===== src/rtl/ventilator_safety_alarm_monitor_top_assert.svh =====
// ---------------------------------------------------------------------------
// Assertion macros for the ventilator safety alarm monitor
// Used by vsam_back, the only module that checks its own logic.
// ---------------------------------------------------------------------------
`ifndef VENTILATOR_SAFETY_ALARM_MONITOR_TOP_ASSERT_SVH
`define VENTILATOR_SAFETY_ALARM_MONITOR_TOP_ASSERT_SVH

// same-cycle implication
`define VSAM_ASSERT_IMP(lbl, ante, cons, msg) \
  lbl: assert property (@(posedge clk_i) disable iff (!rst_ni) (ante) |-> (cons)) \
    else $error(msg);

// next-cycle implication
`define VSAM_ASSERT_NXT(lbl, ante, cons, msg) \
  lbl: assert property (@(posedge clk_i) disable iff (!rst_ni) (ante) |=> (cons)) \
    else $error(msg);

`endif


===== src/rtl/vsam_pkg.sv =====
// ---------------------------------------------------------------------------
// vsam_pkg
// Types and constants of the ventilator safety alarm monitor.
// ---------------------------------------------------------------------------
package vsam_pkg;

  localparam int unsigned TimeW       = 32;
  localparam int unsigned HighHoldMs  = 300;
  localparam int unsigned LowWinDefMs = 10000;
  localparam int unsigned MsPerMin    = 60000;
  localparam int unsigned WinBreaths  = 2;

  localparam int unsigned FlagW    = 7;
  localparam int unsigned CfgIdxW  = 3;
  localparam int unsigned CfgDataW = 16;
  localparam int unsigned BpmW     = 8;
  localparam int unsigned QuoW     = 16;
  localparam int unsigned DivCntW  = 5;
  localparam int unsigned WinW     = 17;

  localparam int unsigned FifoDepth = 2;
  localparam int unsigned FifoPtrW  = 1;

  // alarm flag bit positions
  localparam int unsigned FlagMaxP = 0;
  localparam int unsigned FlagClog = 1;
  localparam int unsigned FlagMinP = 2;
  localparam int unsigned FlagDisc = 3;
  localparam int unsigned FlagSens = 4;
  localparam int unsigned FlagConf = 5;
  localparam int unsigned FlagBatt = 6;

  typedef enum logic [CfgIdxW-1:0] {
    CfgCtrl    = 3'd0,
    CfgMaxP    = 3'd1,
    CfgMinP    = 3'd2,
    CfgMinFlow = 3'd3,
    CfgDelta   = 3'd4,
    CfgBatt    = 3'd5,
    CfgBpm     = 3'd6,
    CfgMask    = 3'd7
  } cfg_idx_e;

  typedef enum logic {
    ActSample = 1'b0,
    ActClear  = 1'b1
  } action_e;

  typedef struct packed {
    logic                    chk_en;
    logic                    cfg_bad;
    logic signed [15:0]      max_p;
    logic signed [15:0]      min_p;
    logic signed [15:0]      min_flow;
    logic        [15:0]      max_delta;
    logic        [15:0]      min_batt;
    logic        [WinW-1:0]  win;
    logic        [FlagW-1:0] mask;
  } cfg_t;

  // classified item, front to back
  typedef struct packed {
    logic             clear;
    logic [TimeW-1:0] now;
    logic             active;
    logic             started;
    logic             ge_max;
    logic             le_min;
    logic             clog;
    logic             sens;
    logic             batt_low;
  } cls_t;

endpackage


===== src/rtl/vsam_cfg.sv =====
// ---------------------------------------------------------------------------
// vsam_cfg
// Configuration registers and the breath window divider.
// ---------------------------------------------------------------------------
module vsam_cfg
  import vsam_pkg::*;
(
  input  logic                clk_i,
  input  logic                rst_ni,
  input  logic                cfg_valid_i,
  output logic                cfg_ready_o,
  input  logic [CfgIdxW-1:0]  cfg_index_i,
  input  logic [CfgDataW-1:0] cfg_data_i,
  output cfg_t                cfg_o,
  output logic                busy_o
);

  cfg_t               cfg_q;
  logic               div_busy_q;
  logic [DivCntW-1:0] div_cnt_q;
  logic [BpmW-1:0]    div_rem_q;
  logic [BpmW-1:0]    div_den_q;
  logic [QuoW-1:0]    div_num_q;

  logic [BpmW:0]      trial;
  logic               trial_ge;
  logic [BpmW:0]      trial_sub;
  logic [QuoW-1:0]    num_next;
  logic               wr;

  assign cfg_ready_o = 1'b1;
  assign wr          = cfg_valid_i && cfg_ready_o;

  // one restoring step per cycle: 60000 / bpm
  assign trial     = {div_rem_q, div_num_q[QuoW-1]};
  assign trial_ge  = trial >= {1'b0, div_den_q};
  assign trial_sub = trial - {1'b0, div_den_q};
  assign num_next  = {div_num_q[QuoW-2:0], trial_ge};

  always_ff @(posedge clk_i or negedge rst_ni) begin
    if (!rst_ni) begin
      cfg_q.chk_en    <= 1'b1;
      cfg_q.cfg_bad   <= 1'b0;
      cfg_q.max_p     <= '0;
      cfg_q.min_p     <= '0;
      cfg_q.min_flow  <= '0;
      cfg_q.max_delta <= '0;
      cfg_q.min_batt  <= '0;
      cfg_q.win       <= WinW'(LowWinDefMs);
      cfg_q.mask      <= '1;
      div_busy_q      <= 1'b0;
      div_cnt_q       <= '0;
    end else begin
      if (div_busy_q) begin
        div_cnt_q <= div_cnt_q - 1'b1;
        if (div_cnt_q == DivCntW'(1)) begin
          div_busy_q <= 1'b0;
          cfg_q.win  <= WinW'(num_next * WinBreaths);
        end
      end
      if (wr) begin
        case (cfg_idx_e'(cfg_index_i))
          CfgCtrl:    begin
            cfg_q.chk_en  <= cfg_data_i[0];
            cfg_q.cfg_bad <= cfg_data_i[1];
          end
          CfgMaxP:    cfg_q.max_p     <= cfg_data_i;
          CfgMinP:    cfg_q.min_p     <= cfg_data_i;
          CfgMinFlow: cfg_q.min_flow  <= cfg_data_i;
          CfgDelta:   cfg_q.max_delta <= cfg_data_i;
          CfgBatt:    cfg_q.min_batt  <= cfg_data_i;
          CfgBpm:     begin
            if (cfg_data_i[BpmW-1:0] == '0) begin
              div_busy_q <= 1'b0;
              cfg_q.win  <= WinW'(LowWinDefMs);
            end else begin
              div_busy_q <= 1'b1;
              div_cnt_q  <= DivCntW'(QuoW);
            end
          end
          CfgMask:    cfg_q.mask      <= cfg_data_i[FlagW-1:0];
          default:    ;
        endcase
      end
    end
  end

  // divider datapath, no reset needed
  always_ff @(posedge clk_i) begin
    if (wr && cfg_idx_e'(cfg_index_i) == CfgBpm) begin
      div_den_q <= cfg_data_i[BpmW-1:0];
      div_rem_q <= '0;
      div_num_q <= QuoW'(MsPerMin);
    end else if (div_busy_q) begin
      div_rem_q <= trial_ge ? trial_sub[BpmW-1:0] : trial[BpmW-1:0];
      div_num_q <= num_next;
    end
  end

  assign cfg_o  = cfg_q;
  assign busy_o = div_busy_q;

endmodule


===== src/rtl/vsam_front.sv =====
// ---------------------------------------------------------------------------
// vsam_front
// Accepts sample beats and classifies them against the limits.
// ---------------------------------------------------------------------------
module vsam_front
  import vsam_pkg::*;
(
  input  logic               in_valid_i,
  output logic               in_ready_o,
  input  logic               action_i,
  input  logic [TimeW-1:0]   now_ms_i,
  input  logic               process_active_i,
  input  logic               run_started_i,
  input  logic signed [15:0] pressure_main_i,
  input  logic signed [15:0] pressure_redundant_i,
  input  logic signed [15:0] flow_pressure_i,
  input  logic [15:0]        battery_level_i,
  input  cfg_t               cfg_i,
  input  logic               busy_i,
  input  logic               full_i,
  output logic               push_o,
  output cls_t               cls_o
);

  logic signed [16:0] diff;
  logic        [16:0] adiff;

  // queue full or window divider running: hold input off
  assign in_ready_o = !full_i && !busy_i;
  assign push_o     = in_valid_i && in_ready_o;

  assign diff  = {pressure_main_i[15], pressure_main_i}
               - {pressure_redundant_i[15], pressure_redundant_i};
  assign adiff = diff[16] ? 17'(-diff) : 17'(diff);

  always_comb begin
    cls_o.clear    = action_e'(action_i) == ActClear;
    cls_o.now      = now_ms_i;
    cls_o.active   = process_active_i;
    cls_o.started  = run_started_i;
    cls_o.ge_max   = pressure_main_i >= cfg_i.max_p;
    cls_o.le_min   = pressure_main_i <= cfg_i.min_p;
    cls_o.clog     = flow_pressure_i <= cfg_i.min_flow;
    cls_o.sens     = adiff >= {1'b0, cfg_i.max_delta};
    cls_o.batt_low = battery_level_i < cfg_i.min_batt;
  end

endmodule


===== src/rtl/vsam_fifo.sv =====
// ---------------------------------------------------------------------------
// vsam_fifo
// Two-entry queue of classified items between front and back.
// ---------------------------------------------------------------------------
module vsam_fifo
  import vsam_pkg::*;
(
  input  logic clk_i,
  input  logic rst_ni,
  input  logic push_i,
  input  cls_t data_i,
  output logic full_o,
  output logic valid_o,
  input  logic pop_i,
  output cls_t data_o
);

  cls_t                mem_q [FifoDepth];
  logic [FifoPtrW-1:0] wr_ptr_q;
  logic [FifoPtrW-1:0] rd_ptr_q;
  logic [FifoPtrW:0]   cnt_q;

  assign full_o  = cnt_q == (FifoPtrW+1)'(FifoDepth);
  assign valid_o = cnt_q != '0;
  assign data_o  = mem_q[rd_ptr_q];

  always_ff @(posedge clk_i or negedge rst_ni) begin
    if (!rst_ni) begin
      wr_ptr_q <= '0;
      rd_ptr_q <= '0;
      cnt_q    <= '0;
    end else begin
      if (push_i) wr_ptr_q <= wr_ptr_q + 1'b1;
      if (pop_i)  rd_ptr_q <= rd_ptr_q + 1'b1;
      if (push_i && !pop_i) begin
        cnt_q <= cnt_q + 1'b1;
      end else if (pop_i && !push_i) begin
        cnt_q <= cnt_q - 1'b1;
      end
    end
  end

  always_ff @(posedge clk_i) begin
    if (push_i) mem_q[wr_ptr_q] <= data_i;
  end

endmodule


===== src/rtl/vsam_back.sv =====
// ---------------------------------------------------------------------------
// vsam_back
// Timer and alarm state update, result register.
// ---------------------------------------------------------------------------
`include "ventilator_safety_alarm_monitor_top_assert.svh"

module vsam_back
  import vsam_pkg::*;
(
  input  logic             clk_i,
  input  logic             rst_ni,
  input  cfg_t             cfg_i,
  input  logic             fifo_valid_i,
  input  cls_t             fifo_data_i,
  output logic             pop_o,
  output logic             out_valid_o,
  input  logic             out_ready_i,
  output logic [FlagW-1:0] alarm_flags_o,
  output logic             critical_o,
  output logic             enter_error_o
);

  logic [TimeW-1:0] tmax_q, tmax_d;
  logic [TimeW-1:0] tmin_q, tmin_d;
  logic [FlagW-1:0] alarm_q, alarm_d;
  logic             crit_q, crit_d;
  logic             ee_d;

  logic             out_valid_q;
  logic [FlagW-1:0] out_flags_q;
  logic             out_crit_q;
  logic             out_ee_q;

  cls_t             it;
  logic             pop;
  logic [TimeW-1:0] el_max, el_min;
  logic             max_late, min_late;
  logic [FlagW-1:0] flags;

  assign it  = fifo_data_i;
  assign pop = fifo_valid_i && (!out_valid_q || out_ready_i);

  assign el_max   = it.now - tmax_q;
  assign el_min   = it.now - tmin_q;
  assign max_late = it.started && (el_max > TimeW'(HighHoldMs));
  assign min_late = it.started && (el_min > TimeW'(cfg_i.win));

  always_comb begin
    flags = alarm_q & ~cfg_i.mask;
    if (it.ge_max && max_late) begin
      flags[FlagMaxP] = 1'b1;
      if (it.clog) flags[FlagClog] = 1'b1;
    end
    if (it.le_min && min_late) begin
      flags[FlagMinP] = 1'b1;
      flags[FlagDisc] = 1'b1;
    end
    if (it.sens)      flags[FlagSens] = 1'b1;
    if (cfg_i.cfg_bad) flags[FlagConf] = 1'b1;
    if (it.batt_low)  flags[FlagBatt] = 1'b1;
  end

  always_comb begin
    tmax_d  = tmax_q;
    tmin_d  = tmin_q;
    alarm_d = alarm_q;
    crit_d  = crit_q;
    ee_d    = 1'b0;
    if (it.clear) begin
      alarm_d = '0;
      crit_d  = 1'b0;
    end else if (!it.active) begin
      tmax_d = it.now;
      tmin_d = it.now;
    end else begin
      // run not started, or pressure back inside its limit with checks on, restarts the hold timer
      if (!it.started || (cfg_i.chk_en && !it.ge_max)) tmax_d = it.now;
      if (!it.started || (cfg_i.chk_en && !it.le_min)) tmin_d = it.now;
      if (cfg_i.chk_en) begin
        alarm_d = flags;
        if ((flags & cfg_i.mask) != '0) begin
          crit_d = 1'b1;
          ee_d   = 1'b1;
        end
      end
    end
  end

  always_ff @(posedge clk_i or negedge rst_ni) begin
    if (!rst_ni) begin
      tmax_q      <= '0;
      tmin_q      <= '0;
      alarm_q     <= '0;
      crit_q      <= 1'b0;
      out_valid_q <= 1'b0;
    end else begin
      if (pop) begin
        tmax_q      <= tmax_d;
        tmin_q      <= tmin_d;
        alarm_q     <= alarm_d;
        crit_q      <= crit_d;
        out_valid_q <= 1'b1;
      end else if (out_ready_i) begin
        out_valid_q <= 1'b0;
      end
    end
  end

  always_ff @(posedge clk_i) begin
    if (pop) begin
      out_flags_q <= alarm_d;
      out_crit_q  <= crit_d;
      out_ee_q    <= ee_d;
    end
  end

  assign pop_o         = pop;
  assign out_valid_o   = out_valid_q;
  assign alarm_flags_o = out_flags_q;
  assign critical_o    = out_crit_q;
  assign enter_error_o = out_ee_q;

  `VSAM_ASSERT_IMP(a_err_implies_crit, out_valid_q && out_ee_q, out_crit_q,
    "error request without critical latch")
  `VSAM_ASSERT_NXT(a_clear_empties, pop && it.clear,
    out_flags_q == '0 && !out_crit_q && !out_ee_q, "clear beat left alarms set")
  `VSAM_ASSERT_NXT(a_idle_syncs_timers, pop && !it.clear && !it.active,
    tmax_q == tmin_q, "inactive sample did not sync both timers")

endmodule


===== src/rtl/ventilator_safety_alarm_monitor_top.sv =====
// ---------------------------------------------------------------------------
// ventilator_safety_alarm_monitor_top
// Per-sample airway pressure, sensor, config and battery alarm monitor.
// ---------------------------------------------------------------------------
// Usage:
//  - Input channel (in_valid_i/in_ready_o): one beat per sample or clear
//    command. Output channel (out_valid_o/out_ready_i): exactly one result
//    beat per input beat, in order: alarm flags, critical latch, error req.
//  - Config channel (cfg_valid_i/cfg_ready_o): register index + data, always
//    ready; write only while no beat is in flight.
//  - Flow: an input beat is written into the two-entry queue; the back
//    stage pops it and out_valid_o rises once the result register is free.
//    Throughput: one beat per cycle unless the divider runs or the output
//    stalls, set by the back-stage state update (timer subtracts and compares).
//  - Writing a nonzero breaths_per_minute starts a bit-serial divide of 60000 by
//    the rate; in_ready_o stays low until the divide is done.
//  - Reset: timers, alarm register and latch cleared, config at defaults,
//    in_ready_o high right after reset.
//  - Receiver stall: the result register holds; the two-entry queue fills
//    and then in_ready_o drops until the output drains.
// ---------------------------------------------------------------------------
module ventilator_safety_alarm_monitor_top
  import vsam_pkg::*;
(
  input  logic                clk_i,
  input  logic                rst_ni,
  // configuration
  input  logic                cfg_valid_i,
  output logic                cfg_ready_o,
  input  logic [CfgIdxW-1:0]  cfg_index_i,
  input  logic [CfgDataW-1:0] cfg_data_i,
  // samples in
  input  logic                in_valid_i,
  output logic                in_ready_o,
  input  logic                action_i,
  input  logic [TimeW-1:0]    now_ms_i,
  input  logic                process_active_i,
  input  logic                run_started_i,
  input  logic signed [15:0]  pressure_main_i,
  input  logic signed [15:0]  pressure_redundant_i,
  input  logic signed [15:0]  flow_pressure_i,
  input  logic [15:0]         battery_level_i,
  // results out
  output logic                out_valid_o,
  input  logic                out_ready_i,
  output logic [FlagW-1:0]    alarm_flags_o,
  output logic                critical_o,
  output logic                enter_error_o
);

  cfg_t cfg;
  logic div_busy;
  logic q_full, q_valid, q_push, q_pop;
  cls_t q_wdata, q_rdata;

  // config registers plus breath window divider
  vsam_cfg u_cfg (
    .clk_i       (clk_i),
    .rst_ni      (rst_ni),
    .cfg_valid_i (cfg_valid_i),
    .cfg_ready_o (cfg_ready_o),
    .cfg_index_i (cfg_index_i),
    .cfg_data_i  (cfg_data_i),
    .cfg_o       (cfg),
    .busy_o      (div_busy)
  );

  // front: limit compares, no state
  vsam_front u_front (
    .in_valid_i           (in_valid_i),
    .in_ready_o           (in_ready_o),
    .action_i             (action_i),
    .now_ms_i             (now_ms_i),
    .process_active_i     (process_active_i),
    .run_started_i        (run_started_i),
    .pressure_main_i      (pressure_main_i),
    .pressure_redundant_i (pressure_redundant_i),
    .flow_pressure_i      (flow_pressure_i),
    .battery_level_i      (battery_level_i),
    .cfg_i                (cfg),
    .busy_i               (div_busy),
    .full_i               (q_full),
    .push_o               (q_push),
    .cls_o                (q_wdata)
  );

  vsam_fifo u_fifo (
    .clk_i   (clk_i),
    .rst_ni  (rst_ni),
    .push_i  (q_push),
    .data_i  (q_wdata),
    .full_o  (q_full),
    .valid_o (q_valid),
    .pop_i   (q_pop),
    .data_o  (q_rdata)
  );

  // back: timers, alarm register, critical latch, result register
  vsam_back u_back (
    .clk_i         (clk_i),
    .rst_ni        (rst_ni),
    .cfg_i         (cfg),
    .fifo_valid_i  (q_valid),
    .fifo_data_i   (q_rdata),
    .pop_o         (q_pop),
    .out_valid_o   (out_valid_o),
    .out_ready_i   (out_ready_i),
    .alarm_flags_o (alarm_flags_o),
    .critical_o    (critical_o),
    .enter_error_o (enter_error_o)
  );

endmodule


===== config.mk =====
export PLATFORM = sky130hd
export DESIGN_NAME = ventilator_safety_alarm_monitor_top
export DESIGN_NICKNAME = d
export VERILOG_FILES = /design/src/rtl/vsam_pkg.sv /design/src/rtl/vsam_cfg.sv /design/src/rtl/vsam_front.sv /design/src/rtl/vsam_fifo.sv /design/src/rtl/vsam_back.sv /design/src/rtl/ventilator_safety_alarm_monitor_top.sv
export VERILOG_INCLUDE_DIRS = /design/src /design/src/rtl
export SDC_FILE = /design/constraint.sdc
export NUM_CORES = 1
export LEC_CHECK = 0
export BUFFER_PORTS_ARGS = -buffer_cell sky130_fd_sc_hd__buf_2
export CAP_MARGIN = 20
export CORE_MARGIN = 5
export CORE_UTILIZATION = 56
export DETAILED_ROUTE_END_ITERATION = 8
export PLACE_DENSITY = 0.87
export SLEW_MARGIN = 10
export SYNTH_ARGS = -nofsm -noshare
export SYNTH_HDL_FRONTEND = slang
export SYNTH_SLANG_ARGS = --single-unit

===== constraint.sdc =====
create_clock -name clk_i -period 5.9 [get_ports clk_i]
set_input_delay 1.475 -clock clk_i [delete_from_list [all_inputs] [get_ports clk_i]]
set_output_delay 1.475 -clock clk_i [all_outputs]
set_load 0.03 [all_outputs]

# Yosys cells after proc, flatten, opt, wreduce, memory -nomap -nowiden
# Memory sizes are Yosys's and may differ from the RTL's.
# Cells that the tools add are included.
# totals
word_cells	141
regBits	230
output_inout_bits	12
mem_count	1
in_bits	123
mem_bits_rw	80
# classes
addsub	10
bitwise_logic	6
n_mux	41
magnitude_cmp	8
n_reduce_logical	39
n_eq_ne	11
# mem_list
name	depth	word_bits	read_ports	rd_ports_with_merged_regs	write_ports	line	rtl
u_fifo.mem_q	2	40	1	0	1	vsam_fifo.sv:18	cls_t mem_q [FifoDepth];
# op_table
op	n
$mux 32	4
$mux 17	5
$sub 32x32->32	2
$gt 32x17->1	1
$gt 32x9->1 const B	1
$le 16x16->1	2
$mux 7	4
$mux 24	1
$mux 5	4
$mux 1	18
$ge 17x16->1	1
$neg 17->17	1
$sub 16x16->17	1
$ge 16x16->1	1
$lt 16x16->1	1
$and 7x7->7	2
$reduce_and 2->1	7
$eq 3x3->1 const B	4
$logic_and 1x1->1	12
$ge 9x8->1	1
$logic_not 1->1	8
$logic_not 8->1	1
$mux 2	4
$mux 8	1
18 further kinds	28

# Longest topological paths before layout
# An unclocked memory read counts as a cell.
# logic_depth
ltp_word	12
depth_mapped	27
mapped_depth_nobuf	24

# Modules after synthesis
# From an unflattened synthesis, not the netlist that was laid out.
# hier_totals
cells_unflattened	2083
area_unflattened_um2	20831.2
# modules_own_cells
module	area_per_inst_um2	seq_area_each_um2	n_inst	cells_per_inst
vsam_back	8017.7	2097.0	1	977
vsam_cfg	5933.2	3539.6	1	461
vsam_front	3601.0	0.0	1	504
vsam_fifo	3279.4	2502.4	1	141

# Worst setup path after synthesis
# Ideal clock, no wire load.
# synth_timing
path_type	reg2reg
start	register u_fifo.rd_ptr_q
end	register u_back.out_crit_q, in the netlist u_back.critical_o (data pin)
arrival_ps	5429
setup_ps	265
path_buffers	3
required_ps	5635
synth_period_minus_slack_ps	5694
slack_ps	206
stages_incl_launch_ff	26
cell_sequence	dfrtp_1 > buf_2 > buf_1 > buf_1 > mux2i_1 > inv_1 > ha_1 > a21oi_1 > nand2_1 > o21ai_1 > nand2_1 > and2_1 > o21ai_0 > nand2b_1 > a31oi_1 > xnor2_1 > ha_1 > nand4_1 > or4_1 > a221oi_1 > o21ai_1 > or4_1 > a31oi_1 > nand4b_1 > nand2_2 > o211ai_1
# synth_rtl
item	line	rtl
start: declaration	vsam_fifo.sv:20	logic [FifoPtrW-1:0] rd_ptr_q;
start signal: assignment	vsam_fifo.sv:34	if (pop_i) rd_ptr_q <= rd_ptr_q + 1'b1;
end signal: assignment	vsam_back.sv:112	out_crit_q <= crit_d;
end: declaration	vsam_back.sv:31	logic out_crit_q;

# Final worst setup path
# layout_timing
start	register u_fifo.rd_ptr_q
end	register u_back.out_crit_q, in the netlist u_back.critical_o (data pin)
# layout_via
elab_chain_cells	12
word_cells_on_any_way	20
cone_classes	2 x add/sub; 2 x order compare; 9 x mux; 1 x bitwise; 5 x reduce/logical; 1 x memory
# layout_rtl
item	line	rtl
$mem_v2 2x40 (*)	-	
$sub 32x32->32, on equally long branches	vsam_back.sv:43, vsam_back.sv:44	
$gt 32x9->1 / $gt 32x17->1 (equally long branches)	vsam_back.sv:45, vsam_back.sv:46	
$logic_and 1x1->1, on equally long branches	vsam_back.sv:45, vsam_back.sv:46	
$logic_and 1x1->1, on equally long branches	vsam_back.sv:50, vsam_back.sv:54	
$mux 2, on equally long branches	vsam_back.sv:50, vsam_back.sv:54	
$and 7x7->7	vsam_back.sv:81	if ((flags & cfg_i.mask) != '0) begin
$reduce_bool 7->1	vsam_back.sv:81	
$mux 1	vsam_back.sv:81	
$mux 1	vsam_back.sv:79	if (cfg_i.chk_en) begin
$mux 1	vsam_back.sv:72	end else if (!it.active) begin
$mux 1 (*)	vsam_back.sv:69	if (it.clear) begin
named net u_back.crit_d	vsam_back.sv:26	logic crit_q, crit_d;
# Mark *: on every way through the listed nets, which the timed path passes. The rest lies on a longest branch.
# A chain may end at the register's enable or synchronous reset.

==> flow_summary.toml <==
[run]
maxCapViolations = 0

[final_layout]
utilization_pct = 64.13
fillers = 2704
areaGrowthSynthToFinish_pct = 13.20
final_cell_mix = "inv_1 (242), a21oi_1 (193), ha_1 (188)"
layout-drive-gt1-share_pct = 14.71
finalNonFillerCells = 2694
fin_nets = 2523
regArea_sq_um = 8140
final_common_cell = "inv_1"
multi_input_area_sq_um = 10340

[sta]
hold_viol_final = 0
finalWorstSetupSlack_ns = 0.3052
worstMarginPinSlew_ns = 1.072
relSlewSlack_pct = 28.13
setup_viol = 0
fmax_mhz = 178.7
fin_crit_ns = 5.595
slew_violations = 0
period_share_pct = 94.83
skew_ns = 0.02932

[die]
rows = 68
dieArea_sq_um = 38790
die_x_um = 196.9
die_h_um = 196.9
io-pin-count = 135
start_util_pct = 56.65
core_area_sq_um = 34540

[worst_setup_path]
start_kind = "register"
cp.arrival_ns = 5.87
r2r-end = "u_back.critical_o"
critPathMaxFanout = 9
critPathBufInv = 1
slowest_delay_ns = 0.59
crit_path_top_delay_cell = "or4_4"
reg2regPathDepth = 23
critical_path.cell_chain = "buf_12 -> mux2i_1 -> ha_1 -> fa_1 -> nand2b_1 -> a21oi_2 -> and3b_1 -> o21ai_2 -> a21oi_1 -> nor2b_1 -> o211ai_1 -> nand2_1 -> xor2_1 -> ha_1 -> nand4_1 -> or4_4 -> a221oi_1 -> o21ai_1 -> or4_1 -> a31oi_1 -> nand4b_1 -> nand2_2 -> o211ai_1"
r2r_slack_ns = 0.31
endpoint_kind = "register"
path_delay_family = "simple AND/OR/NAND/NOR gates"
crit_type = "reg2reg"
required_ns = 6.18
regToRegStartpoint = "u_fifo.rd_ptr_q"

[power]
clkPwrFrac_pct = 17.9
p_sw_share_pct = 44.12
p_int_mw = 7.324
peakVddDrop_mv = 0.3188
combPwrFrac_pct = 56.7
power_frac_seq_pct = 25.4
p_per_area_nw_per_um2 = 591.6
finalPower_mw = 13.11
p_switching_mw = 5.782
leakage_nw = 10.35

[min_path]
hold_path_depth = 2
min_from = "u_cfg.div_num_q[5]"
hold_class = "reg2reg"
hold_path_end = "u_cfg.cfg_o[14]"

[cts]
cts_max_level = 2
root_buffer = "clkbuf_16"
clk_latency_ns = 0.56
cts_buffers = 36
clockBufferDepth = 3
cts.sinks = 310
clkTransAtPathRegs_ns = 0.06
cts_hold_buf = 0
cts_tree = "built"

[logic_synthesis]
netlist_area_sq_um = 19570
synth_warnings = 0
ys.flop_type = "dfrtp_1"
synth_area_per_cell_sq_um = 9.391
synth-edff-count = 97
ys_async_sr_fraction_pct = 60.97
syn-num-nets = 2399
synth-seq-cells = 310
ys_seq_area_share_pct = 41.59
ys_types = 89
syn_inst = 2084

[routing]
vias_per_cell = 6.016
firstDrtPassIters = 9
num_vias = 16210
drt-wirelength-per-cell_um = 19.04
drt-initial-drc-count = 1258
ant_nets = 0
drc = 0
wl_um = 51280

[global_routing]
use_met2_pct = 44.40
grt_max_degree = 100
grtUsageMet1_pct = 33.56
grt_pass1_wl_um = 82660
met3_usage_pct = 4.615
grt_use_total_pct = 26.21
grt_pass1_vias = 16340
antenna_found_initial = 5
grt_busiest_layer = "met2"
grt_overflow_total = 0

[placement]
dp_hpwl_um = 38560
port-buffer-count = 133
place_congestion = 0.9307
pre_cts_slack_ns = -0.03448
dp.cells = 2621

[status]
outcome = "completed"
[state kept, by name, indices dropped and copies added, names as in the netlist, 2 cells and up]
register and count:
u_back.alarm_flags_o 7, u_back.tmax_q 32, u_fifo.cnt_q 2, u_back.alarm_q 7
u_fifo.mem_q 80, u_cfg.div_den_q 8, u_cfg.div_num_q 16, u_cfg.cfg_o 106
u_back.tmin_q 32, u_cfg.div_cnt_q 5, u_cfg.div_rem_q 8
[repair_timing]
action,4_1_cts,5_1_grt
endpoints found under the setup margin,0,7
hold endpoints to repair,0,0
resized for setup,0,17
setup buffers,0,2
[logic make-up after synthesis]
kind of cell | share of synthesized area (%)
other | 0.01916
AND/OR/NAND/NOR | 12.68
AO/OA/AOI/OAI | 17.87
flip-flops | 41.59
buffers and inverters | 6.163
XOR/XNOR | 3.178
adder cells (fa/ha/maj) | 12.43
multiplexers | 6.067
[how the worst max path moves through the flow]
stage,depth (start not counted),slack [ns],endpoint,start
floorplan,25,0.21,u_back.critical_o,u_fifo.rd_ptr_q
global placement,25,0.08,u_fifo.mem_q[0][1],pressure_main_i[0]
detailed placement,25,-0.03,u_fifo.mem_q[1][1],pressure_main_i[0]
CTS,22,0.18,u_back.critical_o,u_fifo.rd_ptr_q
global route,23,-0.04,u_back.critical_o,u_fifo.rd_ptr_q
finish,23,0.31,u_back.critical_o,u_fifo.rd_ptr_q
[power by group through the flow]
stage          sequential, mW  combinational (mW)  clock, mW
4_1_cts                  3.34                7.20       2.37
3_5_place_dp             3.37                7.12          0
6_report                 3.33                7.43       2.35
3_3_place_gp             3.33                6.87          0
2_1_floorplan            3.29                5.41          0
5_1_grt                  3.40                8.16       2.47
[metal layers]
metal,vias up,share of wire [%]
li1,7602,-
met4,6,4.1
met2,646,48
met5,-,0.090
met1,7790,41
met3,162,7.4
[tightest hold or removal path: stages, from the launching register on]
cell and delay, ns:
dfxtp_1 0.32, nand2_1 0.06, a21oi_1 0.05
[metrics by stage]
stage / hold WS (ns) / area [sq um] / setup TNS (ns)
4_1_cts: 0.4689 / 22010 / 0
3_3_place_gp: 0.4575 / 20740 / 0
3_5_place_dp: 0.4597 / 20750 / -0.06895
6_report: 0.4697 / 22150 / 0
5_1_grt: 0.4909 / 22150 / -0.03752
2_1_floorplan: 0.4383 / 19570 / 0
[layout make-up]
cell class | count | area share [%]
Antenna cell | 3 | 0.03389
Clock buffer | 52 | 4.897
Clock inverter | 14 | 0.7794
Inverter | 243 | 4.117
Multi-Input combinational cell | 1457 | 46.69
Sequential cell | 310 | 36.75
Tap cell | 455 | 2.570
Timing Repair Buffer | 160 | 4.163
[Yosys cell counts (11+ instances only)]
library cell | number | area share (%)
inv_1 | 242 | 4.6
a21oi_1 | 199 | 5.1
ha_1 | 188 | 12
nand2_1 | 182 | 3.5
dfrtp_1 | 176 | 23
nor2_1 | 157 | 3.0
o21ai_0 | 107 | 2.7
edfxtp_1 | 97 | 15
clkbuf_1 | 64 | 1.2
mux2i_1 | 59 | 3.0
mux2_2 | 53 | 3.0
xnor2_1 | 49 | 2.2
a21o_1 | 45 | 1.7
o21a_1 | 40 | 1.5
nand4_1 | 33 | 1.1
nor3_1 | 30 | 0.77
dfxtp_1 | 24 | 2.5
o211ai_1 | 24 | 0.92
xor2_1 | 22 | 0.98
nand2b_1 | 21 | 0.67
nor2b_1 | 21 | 0.67
nand3_1 | 19 | 0.49
o21ai_1 | 15 | 0.38
a31oi_1 | 14 | 0.45
a211oi_1 | 13 | 0.50
dfstp_2 | 13 | 1.7
and2_1 | 11 | 0.35
(Power assumes the default switching activity.)
